==> config.mk <==
export PLATFORM = sky130hd
export DESIGN_NAME = rgb_to_yuv420p_converter_core
export DESIGN_NICKNAME = d
export VERILOG_FILES = /design/src/rtl/core/rgb2yuv_pkg.sv /design/src/rtl/core/rgb_to_yuv420p_converter_core.sv /design/src/rtl/core/rgb2yuv_front.sv /design/src/rtl/core/rgb2yuv_queue.sv /design/src/rtl/core/rgb2yuv_back.sv
export SDC_FILE = /design/constraint.sdc
export NUM_CORES = 1
export LEC_CHECK = 0
export BUFFER_PORTS_ARGS = -buffer_cell sky130_fd_sc_hd__buf_4
export CORE_MARGIN = 2
export CORE_UTILIZATION = 63
export DETAILED_ROUTE_END_ITERATION = 10
export PLACE_DENSITY_LB_ADDON = 0.25
export SYNTH_ARGS = -nofsm -noshare
export SYNTH_HDL_FRONTEND = slang
export SYNTH_SLANG_ARGS = --single-unit
==> constraint.sdc <==
create_clock -name clk -period 6.05 [get_ports clk]
set_clock_uncertainty 0.2 [all_clocks]
set_input_delay 0.3025 -clock clk [delete_from_list [all_inputs] [get_ports clk]]
set_output_delay 0.3025 -clock clk [all_outputs]
set_load 0.03 [all_outputs]
==> src/rtl/core/rgb2yuv_pkg.sv <==
`timescale 1ns / 1ps

package rgb2yuv_pkg;

  localparam int PIX_W        = 8;
  localparam int CFG_W        = 10;
  localparam int CFG_IDX_W    = 1;
  localparam int LUMA_OFF_W   = 20;
  localparam int CHROMA_OFF_W = 18;
  localparam int IN_DATA_W    = 24;
  localparam int OUT_DATA_W   = 32;
  localparam int OUT_USER_W   = 3;
  localparam int QUEUE_DEPTH  = 4;

  // Register indexes on the configuration port
  localparam logic [CFG_IDX_W-1:0] CFG_HALF_WIDTH  = 1'b0;
  localparam logic [CFG_IDX_W-1:0] CFG_HALF_HEIGHT = 1'b1;

  localparam logic [CFG_W-1:0] HALF_WIDTH_RST  = 10'd320;
  localparam logic [CFG_W-1:0] HALF_HEIGHT_RST = 10'd240;

  // BT.601 integer coefficients, magnitudes; signs are applied in the datapath
  localparam int Y_R = 66;
  localparam int Y_G = 129;
  localparam int Y_B = 25;
  localparam int U_R = 38;
  localparam int U_G = 74;
  localparam int U_B = 112;
  localparam int V_R = 112;
  localparam int V_G = 94;
  localparam int V_B = 18;
  localparam logic [PIX_W-1:0] Y_OFFSET = 8'd16;
  // 128 << 8: keeps the chroma sum non-negative so bits [15:8] give floor + 128
  localparam int CHROMA_BIAS = 32768;

  typedef enum logic [1:0] {
    PLANE_Y = 2'd0,
    PLANE_U = 2'd1,
    PLANE_V = 2'd2
  } plane_t;

  typedef struct packed {
    logic [PIX_W-1:0]        y;
    logic [PIX_W-1:0]        u;
    logic [PIX_W-1:0]        v;
    logic [LUMA_OFF_W-1:0]   luma_off;
    logic [CHROMA_OFF_W-1:0] chroma_off;
    logic                    has_chroma;
    logic                    frame_end;
  } pix_entry_t;

  // Zero counts as one; anything above the cap saturates to it
  function automatic logic [CFG_W-1:0] clamp_half(input logic [CFG_W-1:0] v,
                                                   input logic [CFG_W-1:0] cap);
    logic [CFG_W-1:0] res;
    if (v == '0) begin
      res = CFG_W'(1);
    end else if (v > cap) begin
      res = cap;
    end else begin
      res = v;
    end
    return res;
  endfunction

endpackage

==> src/rtl/core/rgb_to_yuv420p_converter_core.sv <==
`timescale 1ns / 1ps
// Channel   Direction  Ports (tvalid/tready/...)      Payload
// in_       slave      in_tdata[23:0]                 red, green, blue
// out_      master     out_tdata[31:0], tuser, tlast  offset, sample_value;
//                                                     tuser plane, last_of_pixel
// cfg_      write      cfg_wr_en, cfg_index, wdata    half_width, half_height
//
// A pixel is taken in any cycle the four-entry queue has room; results leave
// one per cycle while out_tready is high, from a registered output stage, so
// a pixel on an even row and even column yields three samples (Y, U, V) and
// any other one; at 1.5 samples per pixel the output port sets the pace.
// Reset (synchronous, rst_n low) clears the position counters, offsets, queue
// and output valid, and loads half_width 320 and half_height 240.
// out_tready low holds the output register; the queue then absorbs up to four
// pixels before in_tready drops.

module rgb_to_yuv420p_converter_core #(
  parameter int MAX_WIDTH  = 1024,
  parameter int MAX_HEIGHT = 1024
) (
  input  logic                                clk,
  input  logic                                rst_n,
  // Configuration write port
  input  logic                                cfg_wr_en,
  input  logic [rgb2yuv_pkg::CFG_IDX_W-1:0]   cfg_index,
  input  logic [rgb2yuv_pkg::CFG_W-1:0]       cfg_wdata,
  // Pixel input
  input  logic                                in_tvalid,
  output logic                                in_tready,
  input  logic [rgb2yuv_pkg::IN_DATA_W-1:0]   in_tdata,   // red, green, blue
  // Sample output
  output logic                                out_tvalid,
  input  logic                                out_tready,
  output logic [rgb2yuv_pkg::OUT_DATA_W-1:0]  out_tdata,  // offset[19:0], sample_value, 4'b0
  output logic [rgb2yuv_pkg::OUT_USER_W-1:0]  out_tuser,  // plane[1:0], last_of_pixel
  output logic                                out_tlast   // last_of_frame
);
  import rgb2yuv_pkg::*;

  pix_entry_t            entry_in, entry_head;
  logic [$bits(pix_entry_t)-1:0] head_bits;
  logic                  push, pop, q_full, q_empty;
  plane_t                plane;
  logic [LUMA_OFF_W-1:0] offset;
  logic [PIX_W-1:0]      sample_value;
  logic                  last_of_pixel;

  // Front: count pixels, classify each one and compute its Y/U/V bytes
  rgb2yuv_front #(
    .MAX_WIDTH  (MAX_WIDTH),
    .MAX_HEIGHT (MAX_HEIGHT)
  ) u_front (
    .clk        (clk),
    .rst_n      (rst_n),
    .cfg_wr_en  (cfg_wr_en),
    .cfg_index  (cfg_index),
    .cfg_wdata  (cfg_wdata),
    .in_tvalid  (in_tvalid),
    .in_tready  (in_tready),
    .in_tdata   (in_tdata),
    .queue_full (q_full),
    .push       (push),
    .entry      (entry_in)
  );

  // Decouple pixel intake from sample emission
  rgb2yuv_queue #(
    .WIDTH ($bits(pix_entry_t)),
    .DEPTH (QUEUE_DEPTH)
  ) u_queue (
    .clk   (clk),
    .rst_n (rst_n),
    .push  (push),
    .wdata (entry_in),
    .pop   (pop),
    .rdata (head_bits),
    .full  (q_full),
    .empty (q_empty)
  );

  assign entry_head = pix_entry_t'(head_bits);

  // Back: expand each queued pixel into one or three sample transactions
  rgb2yuv_back u_back (
    .clk           (clk),
    .rst_n         (rst_n),
    .head          (entry_head),
    .queue_empty   (q_empty),
    .pop           (pop),
    .out_valid     (out_tvalid),
    .out_ready     (out_tready),
    .plane         (plane),
    .offset        (offset),
    .sample_value  (sample_value),
    .last_of_pixel (last_of_pixel),
    .last_of_frame (out_tlast)
  );

  assign out_tdata = {4'b0000, sample_value, offset};
  assign out_tuser = {last_of_pixel, plane};

endmodule

==> src/rtl/core/rgb2yuv_front.sv <==
`timescale 1ns / 1ps

module rgb2yuv_front #(
  parameter int MAX_WIDTH  = 1024,
  parameter int MAX_HEIGHT = 1024
) (
  input  logic                                clk,
  input  logic                                rst_n,
  input  logic                                cfg_wr_en,
  input  logic [rgb2yuv_pkg::CFG_IDX_W-1:0]   cfg_index,
  input  logic [rgb2yuv_pkg::CFG_W-1:0]       cfg_wdata,
  input  logic                                in_tvalid,
  output logic                                in_tready,
  input  logic [rgb2yuv_pkg::IN_DATA_W-1:0]   in_tdata,
  input  logic                                queue_full,
  output logic                                push,
  output rgb2yuv_pkg::pix_entry_t             entry
);
  import rgb2yuv_pkg::*;

  localparam int CW     = (MAX_WIDTH > 2) ? $clog2(MAX_WIDTH) : 1;
  localparam int RW     = (MAX_HEIGHT > 2) ? $clog2(MAX_HEIGHT) : 1;
  localparam int HW_HI  = MAX_WIDTH / 2;
  localparam int HH_HI  = MAX_HEIGHT / 2;
  localparam int CFG_MAX = (1 << CFG_W) - 1;
  localparam logic [CFG_W-1:0] HW_CAP = CFG_W'((HW_HI > CFG_MAX) ? CFG_MAX : HW_HI);
  localparam logic [CFG_W-1:0] HH_CAP = CFG_W'((HH_HI > CFG_MAX) ? CFG_MAX : HH_HI);
  // Compare width covers both counter + 1 and twice a half size
  localparam int CMPW_C = (CW + 1 > CFG_W + 1) ? CW + 1 : CFG_W + 1;
  localparam int CMPW_R = (RW + 1 > CFG_W + 1) ? RW + 1 : CFG_W + 1;

  logic [CFG_W-1:0]        half_width_r;
  logic [CFG_W-1:0]        half_height_r;
  logic [CW-1:0]           col_r;
  logic [RW-1:0]           row_r;
  logic [LUMA_OFF_W-1:0]   luma_off_r;
  logic [CHROMA_OFF_W-1:0] chroma_off_r;

  logic [PIX_W-1:0]  red, green, blue;
  logic [15:0]       y_sum;
  logic [16:0]       u_sum;
  logic [16:0]       v_sum;
  logic [CFG_W-1:0]  hw_eff, hh_eff;
  logic [CMPW_C-1:0] col_p1, width_full;
  logic [CMPW_R-1:0] row_p1, height_full;
  logic              row_end, frame_end, has_chroma;

  assign red   = in_tdata[7:0];
  assign green = in_tdata[15:8];
  assign blue  = in_tdata[23:16];

  assign in_tready = !queue_full;
  assign push      = in_tvalid && !queue_full;

  assign y_sum = 16'(Y_R * red + Y_G * green + Y_B * blue);
  assign u_sum = 17'(CHROMA_BIAS + U_B * blue - U_R * red - U_G * green);
  assign v_sum = 17'(CHROMA_BIAS + V_R * red - V_G * green - V_B * blue);

  assign hw_eff      = clamp_half(half_width_r, HW_CAP);
  assign hh_eff      = clamp_half(half_height_r, HH_CAP);
  assign col_p1      = CMPW_C'(col_r) + CMPW_C'(1);
  assign row_p1      = CMPW_R'(row_r) + CMPW_R'(1);
  assign width_full  = CMPW_C'({hw_eff, 1'b0});
  assign height_full = CMPW_R'({hh_eff, 1'b0});
  assign row_end     = col_p1 >= width_full;
  assign frame_end   = row_end && (row_p1 >= height_full);
  assign has_chroma  = !row_r[0] && !col_r[0];

  always_comb begin
    entry.y          = y_sum[15:8] + Y_OFFSET;
    entry.u          = u_sum[15:8];
    entry.v          = v_sum[15:8];
    entry.luma_off   = luma_off_r;
    entry.chroma_off = chroma_off_r;
    entry.has_chroma = has_chroma;
    entry.frame_end  = frame_end;
  end

  always_ff @(posedge clk) begin
    if (!rst_n) begin
      half_width_r  <= HALF_WIDTH_RST;
      half_height_r <= HALF_HEIGHT_RST;
    end else if (cfg_wr_en) begin
      case (cfg_index)
        CFG_HALF_WIDTH:  half_width_r  <= cfg_wdata;
        CFG_HALF_HEIGHT: half_height_r <= cfg_wdata;
        default: ;
      endcase
    end
  end

  always_ff @(posedge clk) begin
    if (!rst_n) begin
      col_r        <= '0;
      row_r        <= '0;
      luma_off_r   <= '0;
      chroma_off_r <= '0;
    end else if (push) begin
      if (frame_end) begin
        col_r        <= '0;
        row_r        <= '0;
        luma_off_r   <= '0;
        chroma_off_r <= '0;
      end else begin
        luma_off_r <= luma_off_r + 1'b1;
        if (has_chroma) begin
          chroma_off_r <= chroma_off_r + 1'b1;
        end
        if (row_end) begin
          col_r <= '0;
          row_r <= row_p1[RW-1:0];
        end else begin
          col_r <= col_p1[CW-1:0];
        end
      end
    end
  end

endmodule

==> src/rtl/core/rgb2yuv_queue.sv <==
`timescale 1ns / 1ps

module rgb2yuv_queue #(
  parameter int WIDTH = 64,
  parameter int DEPTH = 4
) (
  input  logic             clk,
  input  logic             rst_n,
  input  logic             push,
  input  logic [WIDTH-1:0] wdata,
  input  logic             pop,
  output logic [WIDTH-1:0] rdata,
  output logic             full,
  output logic             empty
);

  localparam int AW = (DEPTH > 2) ? $clog2(DEPTH) : 1;

  logic [WIDTH-1:0] mem_r [DEPTH];
  logic [AW-1:0]    wr_ptr_r, rd_ptr_r;
  logic [AW:0]      count_r;

  assign full  = count_r == (AW + 1)'(DEPTH);
  assign empty = count_r == '0;
  assign rdata = mem_r[rd_ptr_r];

  always_ff @(posedge clk) begin
    if (push) begin
      mem_r[wr_ptr_r] <= wdata;
    end
  end

  always_ff @(posedge clk) begin
    if (!rst_n) begin
      wr_ptr_r <= '0;
      rd_ptr_r <= '0;
      count_r  <= '0;
    end else begin
      if (push) begin
        wr_ptr_r <= (wr_ptr_r == AW'(DEPTH - 1)) ? '0 : wr_ptr_r + 1'b1;
      end
      if (pop) begin
        rd_ptr_r <= (rd_ptr_r == AW'(DEPTH - 1)) ? '0 : rd_ptr_r + 1'b1;
      end
      case ({push, pop})
        2'b10:   count_r <= count_r + 1'b1;
        2'b01:   count_r <= count_r - 1'b1;
        default: count_r <= count_r;
      endcase
    end
  end

endmodule

==> src/rtl/core/rgb2yuv_back.sv <==
`timescale 1ns / 1ps

module rgb2yuv_back (
  input  logic                                 clk,
  input  logic                                 rst_n,
  input  rgb2yuv_pkg::pix_entry_t              head,
  input  logic                                 queue_empty,
  output logic                                 pop,
  output logic                                 out_valid,
  input  logic                                 out_ready,
  output rgb2yuv_pkg::plane_t                  plane,
  output logic [rgb2yuv_pkg::LUMA_OFF_W-1:0]   offset,
  output logic [rgb2yuv_pkg::PIX_W-1:0]        sample_value,
  output logic                                 last_of_pixel,
  output logic                                 last_of_frame
);
  import rgb2yuv_pkg::*;

  plane_t                phase_r, phase_nxt;
  logic                  out_valid_r;
  plane_t                plane_r;
  logic [LUMA_OFF_W-1:0] offset_r;
  logic [PIX_W-1:0]      sample_r;
  logic                  lp_r, lf_r;

  logic                  load, take, last_res;
  logic [LUMA_OFF_W-1:0] offset_sel;
  logic [PIX_W-1:0]      sample_sel;
  logic                  lp_sel, lf_sel;

  assign load = !out_valid_r || out_ready;
  assign take = load && !queue_empty;

  always_comb begin
    last_res   = !head.has_chroma || (phase_r == PLANE_V);
    pop        = take && last_res;
    phase_nxt  = phase_r;
    offset_sel = head.luma_off;
    sample_sel = head.y;
    lp_sel     = !head.has_chroma;
    lf_sel     = !head.has_chroma && head.frame_end;
    case (phase_r)
      PLANE_Y: begin
        offset_sel = head.luma_off;
        sample_sel = head.y;
        lp_sel     = !head.has_chroma;
        lf_sel     = !head.has_chroma && head.frame_end;
      end
      PLANE_U: begin
        offset_sel = LUMA_OFF_W'(head.chroma_off);
        sample_sel = head.u;
        lp_sel     = 1'b0;
        lf_sel     = 1'b0;
      end
      PLANE_V: begin
        offset_sel = LUMA_OFF_W'(head.chroma_off);
        sample_sel = head.v;
        lp_sel     = 1'b1;
        lf_sel     = head.frame_end;
      end
      default: ;
    endcase
    if (take) begin
      if (last_res) begin
        phase_nxt = PLANE_Y;
      end else begin
        case (phase_r)
          PLANE_Y: phase_nxt = PLANE_U;
          PLANE_U: phase_nxt = PLANE_V;
          default: phase_nxt = PLANE_Y;
        endcase
      end
    end
  end

  always_ff @(posedge clk) begin
    if (!rst_n) begin
      phase_r     <= PLANE_Y;
      out_valid_r <= 1'b0;
    end else begin
      phase_r <= phase_nxt;
      if (load) begin
        out_valid_r <= !queue_empty;
      end
    end
  end

  always_ff @(posedge clk) begin
    if (take) begin
      plane_r  <= phase_r;
      offset_r <= offset_sel;
      sample_r <= sample_sel;
      lp_r     <= lp_sel;
      lf_r     <= lf_sel;
    end
  end

  assign out_valid     = out_valid_r;
  assign plane         = plane_r;
  assign offset        = offset_r;
  assign sample_value  = sample_r;
  assign last_of_pixel = lp_r;
  assign last_of_frame = lf_r;

endmodule
# After elaboration in Yosys (flattened, before gate mapping)
# Memory sizes are Yosys's and may differ from the RTL's. A register that Yosys moved wholly into a read port is not among the register bits.
# Cells that the tools add are included.
[word_totals]
register_bits = 120
wordCells = 106
memories = 1
ram_bits = 256
[mem_list]
columns = ["name", "words", "width", "rd", "rd_ports_with_merged_regs", "wr", "line", "source"]
rows = [
  ["u_queue.mem_r", 4, 64, 1, 1, 1, "rgb2yuv_queue.sv:19", "logic [WIDTH-1:0] mem_r [DEPTH];"],
]
[op_classes]
addsub = 17
n_mul = 9
muxes = 24
bitwise_logic = 1
magnitude_cmp = 4
eq_ne = 7
n_reduce_logical = 26
[ops]
columns = ["cell", "count"]
rows = [
  ["$mux W10", 8],
  ["$mux W18", 3],
  ["$mul A6 B8 Y14 const A", 3],
  ["$add A16 B15 Y16 const A", 2],
  ["$sub A16 B15 Y16", 2],
  ["$mul A5 B8 Y13 const A", 2],
  ["$add A10 B1 Y11 const B", 2],
  ["$ge A11 B11 Y1", 2],
  ["$mul A3 B8 Y11 const A", 2],
  ["$add A20 B1 Y20 const B", 1],
  ["$gt A10 B10 Y1 const B", 2],
  ["$logic_not A10 Y1", 2],
  ["$mux W20", 1],
  ["$add A18 B1 Y18 const B", 1],
  ["$add A15 B16 Y16", 1],
  ["$add A16 B13 Y16", 1],
  ["$mul A8 B8 Y16 const A", 1],
  ["$pmux W8 S2", 1],
  ["$sub A16 B13 Y16", 1],
  ["$sub A16 B14 Y16", 1],
  ["$mul A4 B8 Y12 const A", 1],
  ["$mux W2", 5],
  ["$add A8 B5 Y8 const B", 1],
  ["$eq A2 B2 Y1 const B", 4],
  ["18 further kinds", 38],
]

# Longest topological paths before layout
# Gate-level depths: netlist of the first run.
[depth]
word_depth = 7
ltp_mapped = 23

# Modules after synthesis
# A second synthesis of the first run with hierarchy kept.
[hier_totals]
cells_unflattened = 1772
hier_area_um2 = 22173.8
[modules_own_cells]
columns = ["module", "cells_each", "instances", "area_each_um2", "seq_area_each_um2"]
rows = [
  ["rgb2yuv_front", 1279, 1, 10772.8, 1561.5],
  ["rgb2yuv_queue", 381, 1, 9774.4, 7867.5],
  ["rgb2yuv_back", 106, 1, 1585.3, 1021.0],
  ["rgb_to_yuv420p_converter_core", 6, 1, 41.3, 0.0],
]

# Worst setup path after synthesis of the first run
# Ideal clock, no wire load.
[synth_path]
path_kind = "input to register"
startpoint = "in in_tdata[10] in the netlist's numbering"
endpoint = "mem u_queue.mem_r[0][47] (data pin)"
arrival_time_ns = 4.965
slack_ns = 0.613
cell_stages = 20
n_path_buf = 0
path_cell_list = "inv_1 > fa_1 > inv_1 > ha_1 > fa_1 > ha_1 > a21o_1 > a21oi_1 > o21ai_0 > a21oi_1 > o21ai_0 > a21oi_1 > xnor2_1 > fa_1 > inv_1 > ha_1 > or2_2 > a21oi_1 > a31oi_1 > o311ai_0"
[synth_rtl]
columns = ["item", "line", "source"]
rows = [
  ["start, declared", "rgb_to_yuv420p_converter_core.sv:30", "input logic [rgb2yuv_pkg::IN_DATA_W-1:0] in_tdata,"],
  ["end, declared", "rgb2yuv_queue.sv:19", ""],
]

==> metrics.txt, run 1 <==
# TYPE chip_impl_metric gauge
chip_impl_info{name="hold_path_class",value="in2reg"} 1
chip_impl_info{name="synth.largest_area_cell",value="edfxtp_1"} 1
chip_impl_metric{name="power.switching_fraction",unit="%"} 35.64
chip_impl_info{name="regToRegStartpoint",value="u_front.col_r[0]"} 1
chip_impl_metric{name="ys_seq_area_share",unit="%"} 47.87
chip_impl_info{name="setup_repair_after_global_routing_missed_its_margin",value="no"} 1
chip_impl_info{name="synthFlopType",value="edfxtp_1"} 1
chip_impl_metric{name="antenna-diode-count",unit=""} 0
chip_impl_metric{name="clkLatencyLatePin",unit="ns"} 0.54
chip_impl_metric{name="timing.reg2reg.worst_path_depth",unit=""} 15
chip_impl_info{name="timing_worst_setup_path_type",value="in2reg"} 1
chip_impl_metric{name="netlist_area",unit="mm²"} 0.02183
chip_impl_metric{name="tightest_slew",unit="ns"} 1.094
chip_impl_metric{name="fin_tns_setup",unit="ns"} 0
chip_impl_metric{name="die-area",unit="mm²"} 0.03616
chip_impl_metric{name="synth-async-reset-ratio",unit="%"} 0
chip_impl_metric{name="dp_cells",unit=""} 2265
chip_impl_info{name="critical_path.endpoint",value="u_queue.mem_r[2][47]"} 1
chip_impl_info{name="clk_root_buffer_cell",value="clkbuf_16"} 1
chip_impl_metric{name="core_area",unit="mm²"} 0.03437
chip_impl_metric{name="timing.max_cap.violations",unit=""} 0
chip_impl_metric{name="number_of_setup_violations_in_the_final_report",unit=""} 0
chip_impl_metric{name="drtIter0Drc",unit=""} 1090
chip_impl_metric{name="gr-total-overflow",unit=""} 0
chip_impl_metric{name="numCtsBuffers",unit=""} 38
chip_impl_metric{name="sequential_group_share_of_total_power",unit="%"} 35.9
chip_impl_metric{name="drt_pass1_iterations",unit=""} 5
chip_impl_metric{name="crit_required",unit="ns"} 6.12
chip_impl_metric{name="number_of_antenna_violations_at_the_first_check_in_global_routing",unit=""} 1
chip_impl_metric{name="post_synth.cell_area_avg",unit="µm²"} 12.38
chip_impl_metric{name="dp_hpwl",unit="µm"} 31340
chip_impl_metric{name="power.leakage",unit="nW"} 10.04
chip_impl_metric{name="initial_utilization",unit="%"} 63.52
chip_impl_metric{name="number_of_global_route_vias_before_repair",unit=""} 13730
chip_impl_metric{name="yosysWarnings",unit=""} 0
chip_impl_metric{name="ys_types",unit=""} 65
chip_impl_metric{name="die_x",unit="µm"} 190.2
chip_impl_metric{name="crit_fanout",unit=""} 6
chip_impl_info{name="tritoncts",value="yes"} 1
chip_impl_metric{name="drc",unit=""} 0
chip_impl_metric{name="cts_num_sinks",unit=""} 378
chip_impl_metric{name="netSwitchingPower",unit="mW"} 4.207
chip_impl_info{name="outcome",value="completed"} 1
chip_impl_metric{name="synth-edff-count",unit=""} 288
chip_impl_metric{name="post-cts-setup-buffers",unit=""} 0
chip_impl_metric{name="report.final.hold_viol_count",unit=""} 0
chip_impl_metric{name="finish.net_count",unit=""} 2211
chip_impl_metric{name="final-seq-area",unit="mm²"} 0.01046
chip_impl_metric{name="cts_max_path_buffers",unit=""} 3
chip_impl_metric{name="ir_drop",unit="V"} 0.0004396
chip_impl_metric{name="power.density",unit="mW/mm²"} 481.6
chip_impl_metric{name="final_period_minus_worst_setup_slack",unit="ns"} 5.336
chip_impl_info{name="critical_path.startpoint_type",value="input pin"} 1
chip_impl_metric{name="clkTransAtPathRegs",unit="ns"} 0.06
chip_impl_metric{name="comb_power_share",unit="%"} 42.1
chip_impl_info{name="setup.worst_path.start",value="in_tdata[11]"} 1
chip_impl_metric{name="grt_pass1_wl",unit="µm"} 72610
chip_impl_metric{name="final.hold.worst_slack",unit="ns"} 0.1004
chip_impl_metric{name="grt_max_degree",unit=""} 64
chip_impl_metric{name="synthToLayoutAreaGrowth",unit="%"} 12.28
chip_impl_metric{name="post_layout_nonfiller_instances",unit=""} 2355
chip_impl_metric{name="port_buffers",unit=""} 73
chip_impl_info{name="cp-end-kind",value="register"} 1
chip_impl_metric{name="num-fill-cells",unit=""} 2318
chip_impl_metric{name="internal_power",unit="mW"} 7.598
chip_impl_info{name="synth_common_cells",value="edfxtp_1, inv_1, ha_1"} 1
chip_impl_metric{name="die_h",unit="µm"} 190.2
chip_impl_metric{name="synth_largest_type_area_fraction",unit="%"} 39.61
chip_impl_metric{name="via_count_of_the_routed_design",unit=""} 13660
chip_impl_metric{name="pin_count",unit=""} 78
chip_impl_metric{name="globalplace.congestion",unit=""} 0.9013
chip_impl_metric{name="routed_wirelength",unit="µm"} 44950
chip_impl_metric{name="post-route-period-util",unit="%"} 88.20
chip_impl_metric{name="grtUsageTotal",unit="%"} 25.83
chip_impl_metric{name="instance_count_of_the_mapped_netlist",unit=""} 1763
chip_impl_metric{name="cp.arrival",unit="ns"} 5.41
chip_impl_metric{name="fmax",unit="MHz"} 187.4
chip_impl_metric{name="post_route_cells_drive_above_1_share",unit="%"} 13.21
chip_impl_metric{name="power.share.clock",unit="%"} 22.0
chip_impl_metric{name="fp-row-count",unit=""} 68
chip_impl_metric{name="final_core_util",unit="%"} 71.32
chip_impl_metric{name="routed_via_density",unit=""} 5.801
chip_impl_metric{name="yosys_register_bits",unit=""} 378
chip_impl_metric{name="relSlewSlack",unit="%"} 26.63
chip_impl_metric{name="final_max_slew_viol_count",unit=""} 0
chip_impl_metric{name="wl_per_cell",unit="µm"} 19.08
chip_impl_info{name="synthTopCellsByArea",value="edfxtp_1, ha_1, dfxtp_1, fa_1, mux4_2"} 1
chip_impl_info{name="critical_path.reg2reg.endpoint",value="u_front.chroma_off_r[14]"} 1
chip_impl_metric{name="multiInputGateArea",unit="mm²"} 0.01030
chip_impl_metric{name="antenna_left",unit=""} 0
chip_impl_info{name="synthMostInstantiatedCell",value="edfxtp_1"} 1
chip_impl_metric{name="cts.htree.levels",unit=""} 2
chip_impl_metric{name="worst-r2r-setup-slack",unit="ns"} 1.44
[per-stage QoR]
step | worst slack [ns] | cell area [µm²] | total power [mW]
2_1_floorplan | 0.6133 | 21840 | 7.765
3_3_place_gp | 0.3045 | 22900 | 8.991
3_5_place_dp | 0.1926 | 22900 | 9.188
4_1_cts | 0.7634 | 24510 | 11.84
5_1_grt | 0.3241 | 24510 | 12.57
6_report | 0.7136 | 24510 | 11.81
[layout by cell type, fill, tap and decap left out, types with 20 or more instances in the layout]
master	synthesis	routed
a21oi_1	105	104
ha_1	213	213
mux4_2	64	64
nand3_1	28	28
inv_1	243	243
xor2_1	49	49
xnor2_1	53	53
and3_1	31	31
dfxtp_1	90	88
nor2_1	92	92
clkbuf_16	0	38
nand2_1	102	102
dlygate4sd3_1	0	20
fa_1	88	88
edfxtp_1	288	288
o21ai_0	49	49
buf_4	5	88
[logic make-up (layout without fill, tap and decap cells)]
kind of cell,after synthesis,in the layout,share of synthesized area (%)
flops,378,378,47.87
simple gates,356,356,7.938
fa+ha+maj,301,301,20.28
buf+inv,289,423,5.095
compound gates,247,247,6.860
xor+xnor,102,102,4.092
mux,89,89,7.857
other cells,1,4,0.01718
[routing by layer]
metal	up-vias	global-route usage (%)	wire (µm)
met2	420	43.18	21690
met5	-	0	13
met4	2	7.633	1185
met1	6708	35.40	19580
li1	6453	-	-
met3	79	3.855	2468
[registers in the layout (all words and copies together), names as in the netlist, 3 cells and up, named ones only]
name	count
u_front.chroma_off_r	18
u_back.sample_value	8
u_queue.mem_r	256
u_front.half_width_r	10
u_front.half_height_r	10
u_front.col_r	10
u_front.row_r	10
u_back.offset	20
u_front.luma_off_r	20
u_queue.count_r	3
[power groups by stage]
| stage | sequential (mW) | combinational [mW] | clock (mW) |
|---|---|---|---|
| after detailed placement | 4.29 | 4.90 | 0 |
| after CTS | 4.24 | 4.97 | 2.63 |
| after global placement | 4.26 | 4.74 | 0 |
| after floorplan | 4.42 | 3.34 | 0 |
| final | 4.24 | 4.96 | 2.60 |
| after global routing | 4.29 | 5.54 | 2.74 |
[final cells by class]
| type | instances | area share [%] |
|---|---|---|
| repair buffers | 108 | 3.512 |
| clock inverters | 28 | 1.817 |
| well taps | 455 | 2.322 |
| multi-input cells | 1099 | 42.01 |
| flip-flops and latches | 378 | 42.65 |
| clock buffers | 42 | 3.940 |
| inverters | 245 | 3.752 |
[worst min-delay path by stage]
| stage | startpoint | to | slack, ns | cells past startpoint |
|---|---|---|---|---|
| floorplan | cfg_wdata[6] | u_front.half_width_r[6] | 0.23 | 2 |
| global placement | u_front.half_width_r[0] | u_front.half_width_r[0] | 0.25 | 2 |
| detailed placement | u_front.half_width_r[0] | u_front.half_width_r[0] | 0.26 | 2 |
| CTS | cfg_wr_en | u_front.half_height_r[9] | 0.06 | 4 |
| global route | cfg_wr_en | u_front.half_width_r[1] | 0.13 | 4 |
| finish | cfg_wr_en | u_front.half_height_r[8] | 0.10 | 4 |
[critical path, stage by stage]
cell,delay (ns)
buf_4,0.14
inv_1,0.11
fa_1,0.55
inv_1,0.05
ha_1,0.28
inv_1,0.06
fa_1,0.52
inv_1,0.04
ha_1,0.32
nor2b_1,0.14
o21ai_0,0.20
a21oi_1,0.12
o21ai_0,0.24
a21boi_0,0.17
o21ai_0,0.26
nand2_1,0.13
xnor2_1,0.16
fa_1,0.53
inv_1,0.04
ha_1,0.30
a21oi_1,0.07
a31oi_1,0.31
o311ai_0,0.19
buf_4,0.17
[repair_timing]
action	CTS	global route
hold buffers	20	0
hold endpoints to repair	23	0
gates resized for setup	0	0
Power figures use the tool's default switching activity.
==> run 2: changes to the inputs <==
--- a/config.mk
+++ b/config.mk
@@ -5,6 +5,7 @@
 export SDC_FILE = /design/constraint.sdc
 export NUM_CORES = 1
 export LEC_CHECK = 0
+export ABC_AREA = 1
 export BUFFER_PORTS_ARGS = -buffer_cell sky130_fd_sc_hd__buf_4
 export CORE_MARGIN = 2
 export CORE_UTILIZATION = 63
==> run 2 against run 1 <==
Against the previous run:
- non-clock buffer count shrank 11
- combinational power is 28% higher
- total power up 11%
- maximum frequency rose by 7.5%
- via count grew 27%
- area after synthesis rose by 6.8%
- clock-buffer cell count grew 10
- hold slack worse by 0.084 ns
- largest power group unchanged
- final cell count increased by 29%
- routed wire length increased by 17%
==> metrics.txt, run 2 <==
# TYPE chip_impl_metric gauge
chip_impl_info{name="outcome",value="completed"} 1
chip_impl_info{name="max_flop_register",value="u_queue.mem_r"} 1
chip_impl_metric{name="synth_largest_type_area_fraction",unit="%"} 37.10
chip_impl_metric{name="power.leakage",unit="nW"} 11.22
chip_impl_metric{name="place_worst_setup_slack",unit="ns"} 0.6192
chip_impl_metric{name="initial_utilization",unit="%"} 63.83
chip_impl_metric{name="instance_count_of_the_mapped_netlist",unit=""} 2486
chip_impl_metric{name="finish.net_count",unit=""} 2897
chip_impl_metric{name="routed_via_density",unit=""} 5.686
chip_impl_metric{name="drc",unit=""} 0
chip_impl_metric{name="clkTransAtPathRegs",unit="ns"} 0.06
chip_impl_metric{name="final_period_minus_worst_setup_slack",unit="ns"} 4.964
chip_impl_metric{name="power.density",unit="mW/mm²"} 510.6
chip_impl_metric{name="post-route-period-util",unit="%"} 82.05
chip_impl_metric{name="grt_pass1_wl",unit="µm"} 85380
chip_impl_info{name="synthTopCellsByArea",value="edfxtp_1, ha_1, dfxtp_1, fa_1, inv_1"} 1
chip_impl_metric{name="area_share_of_and_or_nand_nor_cells_after_synthesis",unit="%"} 15.82
chip_impl_metric{name="timing.max_cap.violations",unit=""} 0
chip_impl_metric{name="share_of_synthesized_area_spent_on_multiplexers",unit="%"} 0
chip_impl_info{name="layout.cells.most_common_list",value="inv_1, nand2_1, nor2_1"} 1
chip_impl_metric{name="power.switching_fraction",unit="%"} 41.89
chip_impl_metric{name="cts_max_path_buffers",unit=""} 3
chip_impl_info{name="cp-end-kind",value="register"} 1
chip_impl_metric{name="wl_per_cell",unit="µm"} 17.24
chip_impl_metric{name="ir_drop",unit="V"} 0.0003879
chip_impl_metric{name="synth-xor-area-share",unit="%"} 3.456
chip_impl_metric{name="fin_tns_setup",unit="ns"} 0
chip_impl_metric{name="post-cts-setup-buffers",unit=""} 0
chip_impl_metric{name="relSlewSlack",unit="%"} 18.77
chip_impl_info{name="synthMostInstantiatedCell",value="inv_1"} 1
chip_impl_metric{name="cp.arrival",unit="ns"} 5.07
chip_impl_info{name="synth.largest_area_cell",value="edfxtp_1"} 1
chip_impl_metric{name="fp-row-count",unit=""} 70
chip_impl_metric{name="die_x",unit="µm"} 196.4
chip_impl_info{name="timing_worst_setup_path_type",value="in2reg"} 1
chip_impl_metric{name="synth-edff-count",unit=""} 288
chip_impl_metric{name="synth_adder_area_share",unit="%"} 18.99
chip_impl_metric{name="final_core_util",unit="%"} 70.20
chip_impl_metric{name="number_of_global_route_vias_before_repair",unit=""} 17070
chip_impl_metric{name="tightest_slew",unit="ns"} 1.218
chip_impl_metric{name="report.final.hold_viol_count",unit=""} 0
chip_impl_metric{name="die_h",unit="µm"} 196.4
chip_impl_metric{name="numCtsBuffers",unit=""} 39
chip_impl_metric{name="drt_pass1_iterations",unit=""} 6
chip_impl_metric{name="grt_max_degree",unit=""} 123
chip_impl_info{name="tritoncts",value="yes"} 1
chip_impl_metric{name="crit_fanout",unit=""} 7
chip_impl_metric{name="die-area",unit="mm²"} 0.03856
chip_impl_metric{name="comb_power_share",unit="%"} 48.6
chip_impl_info{name="critical_path.startpoint_type",value="input pin"} 1
chip_impl_metric{name="core_area",unit="mm²"} 0.03652
chip_impl_metric{name="timing.reg2reg.worst_path_depth",unit=""} 15
chip_impl_metric{name="power.share.clock",unit="%"} 18.0
chip_impl_metric{name="ys_types",unit=""} 53
chip_impl_info{name="layout_commonest_cell",value="inv_1"} 1
chip_impl_metric{name="ys_seq_area_share",unit="%"} 44.83
chip_impl_metric{name="cts.htree.levels",unit=""} 2
chip_impl_metric{name="sequential_group_share_of_total_power",unit="%"} 33.3
chip_impl_metric{name="final.hold.worst_slack",unit="ns"} 0.01661
chip_impl_metric{name="netlist_area",unit="mm²"} 0.02331
chip_impl_info{name="clk_root_buffer_cell",value="clkbuf_16"} 1
chip_impl_metric{name="hold_path_cells",unit=""} 2
chip_impl_metric{name="final_max_slew_viol_count",unit=""} 0
chip_impl_metric{name="cts_num_sinks",unit=""} 378
chip_impl_metric{name="post_route_cells_drive_above_1_share",unit="%"} 6.747
chip_impl_metric{name="internal_power",unit="mW"} 7.607
chip_impl_metric{name="port_buffers",unit=""} 73
chip_impl_metric{name="post_synth.cell_area_avg",unit="µm²"} 9.377
chip_impl_info{name="hold_path_class",value="in2reg"} 1
chip_impl_metric{name="largest_register_ffs",unit=""} 256
chip_impl_metric{name="synth-async-reset-ratio",unit="%"} 0
chip_impl_info{name="synth_common_cells",value="inv_1, nand2_1, nor2_1"} 1
chip_impl_metric{name="number_of_setup_violations_in_the_final_report",unit=""} 0
chip_impl_info{name="synthFlopType",value="edfxtp_1"} 1
chip_impl_metric{name="number_of_antenna_violations_at_the_first_check_in_global_routing",unit=""} 1
chip_impl_metric{name="gr-total-overflow",unit=""} 0
chip_impl_metric{name="grtUsageTotal",unit="%"} 27.83
chip_impl_info{name="synth_top_family_by_area",value="adder cells"} 1
chip_impl_metric{name="num-fill-cells",unit=""} 2682
chip_impl_metric{name="via_count_of_the_routed_design",unit=""} 17320
chip_impl_metric{name="clkLatencyLatePin",unit="ns"} 0.52
chip_impl_metric{name="synthToLayoutAreaGrowth",unit="%"} 9.977
chip_impl_metric{name="antenna-diode-count",unit=""} 0
chip_impl_metric{name="synth-compound-area-share",unit="%"} 9.435
chip_impl_metric{name="cts_repair_resize_count",unit=""} 0
chip_impl_metric{name="dp_hpwl",unit="µm"} 36400
chip_impl_metric{name="yosys_register_bits",unit=""} 378
chip_impl_metric{name="routed_wirelength",unit="µm"} 52520
chip_impl_metric{name="drtIter0Drc",unit=""} 1447
chip_impl_metric{name="finalPower",unit="mW"} 13.09
chip_impl_info{name="setup_repair_after_global_routing_missed_its_margin",value="no"} 1
chip_impl_metric{name="worst-r2r-setup-slack",unit="ns"} 2.69
chip_impl_metric{name="yosysWarnings",unit=""} 0
chip_impl_metric{name="globalplace.congestion",unit=""} 0.9400
chip_impl_metric{name="netSwitchingPower",unit="mW"} 5.484
chip_impl_metric{name="pin_count",unit=""} 78
chip_impl_metric{name="crit_required",unit="ns"} 6.16
chip_impl_metric{name="final.setup.worst_slack",unit="ns"} 1.086
chip_impl_metric{name="antenna_left",unit=""} 0
chip_impl_metric{name="fmax",unit="MHz"} 201.5
==> run 2: routing by layer <==
metal | share of wire, % | wire, µm | vias to the layer above | global-route usage [%]
met5 | 0.027 | 14 | - | 0
met4 | 2.5 | 1326 | 2 | 7.828
met2 | 46 | 24300 | 552 | 45.93
li1 | - | - | 8433 | -
met1 | 44 | 23210 | 8231 | 38.55
met3 | 7.0 | 3679 | 106 | 4.363
==> run 2: timing repair <==
action | 4_1_cts | 5_1_grt
setup endpoints to repair | 0 | 0
hold buffers | 15 | 0
endpoints found under the hold margin | 21 | 0
==> run 2: logic make-up (layout without fill, tap and decap cells) <==
group	count (synthesis)	after routing
DFF	378	378
and+or+nand+nor	867	867
adders and majority gates	301	301
AOI/OAI and AO/OA	404	404
other	1	4
buffers and inverters	443	533
xor gates and xnor gates	92	92
==> run 2: power by group through the flow <==
stage          Combinational, mW  Clock [mW]  Sequential (mW)
6_report                    6.36        2.36             4.37
5_1_grt                     7.16        2.49             4.41
4_1_cts                     6.31        2.39             4.37
3_5_place_dp                6.26           0             4.41
3_3_place_gp                6.06           0             4.39
2_1_floorplan               4.29           0             4.57
==> run 2: path summary, 6_finish.rpt <==
kind                       startpoint                       end
min                             rst_n  u_front.half_height_r[6]
min reg2reg  u_front.half_height_r[6]  u_front.half_height_r[6]
max reg2reg  u_front.half_height_r[2]    u_front.luma_off_r[19]
max                      in_tdata[12]      u_queue.mem_r[0][45]
==> run 2: critical path, stage by stage <==
cell	delay (ns)
buf_4	0.16
fa_1	0.54
inv_1	0.05
fa_1	0.46
fa_1	0.54
inv_1	0.04
ha_1	0.35
a21oi_1	0.23
o21ai_0	0.14
a21oi_1	0.23
nor2_1	0.06
nor2_1	0.11
xor2_1	0.11
fa_1	0.54
inv_1	0.04
ha_1	0.31
inv_1	0.12
o21bai_1	0.10
nor2_1	0.10
a21boi_0	0.24
xor2_1	0.29
==> run 2: final cells by class <==
cell class / count / area (µm²) / area share [%]
repair buffers: 97 / 765.7 / 2.987
inverters: 372 / 1403 / 5.471
well taps: 468 / 585.6 / 2.284
multi-input cells: 1668 / 11180 / 43.60
flip-flops and latches: 378 / 10460 / 40.78
clock inverters: 12 / 205.2 / 0.8004
clock buffers: 52 / 1045 / 4.075
==> run 2: through the flow <==
stage / std cells / instance area [µm²]
2_1_floorplan: 2489 / 23320
3_3_place_gp: 2968 / 24240
3_5_place_dp: 2968 / 24240
4_1_cts: 3047 / 25640
5_1_grt: 3047 / 25640
6_report: 3047 / 25640
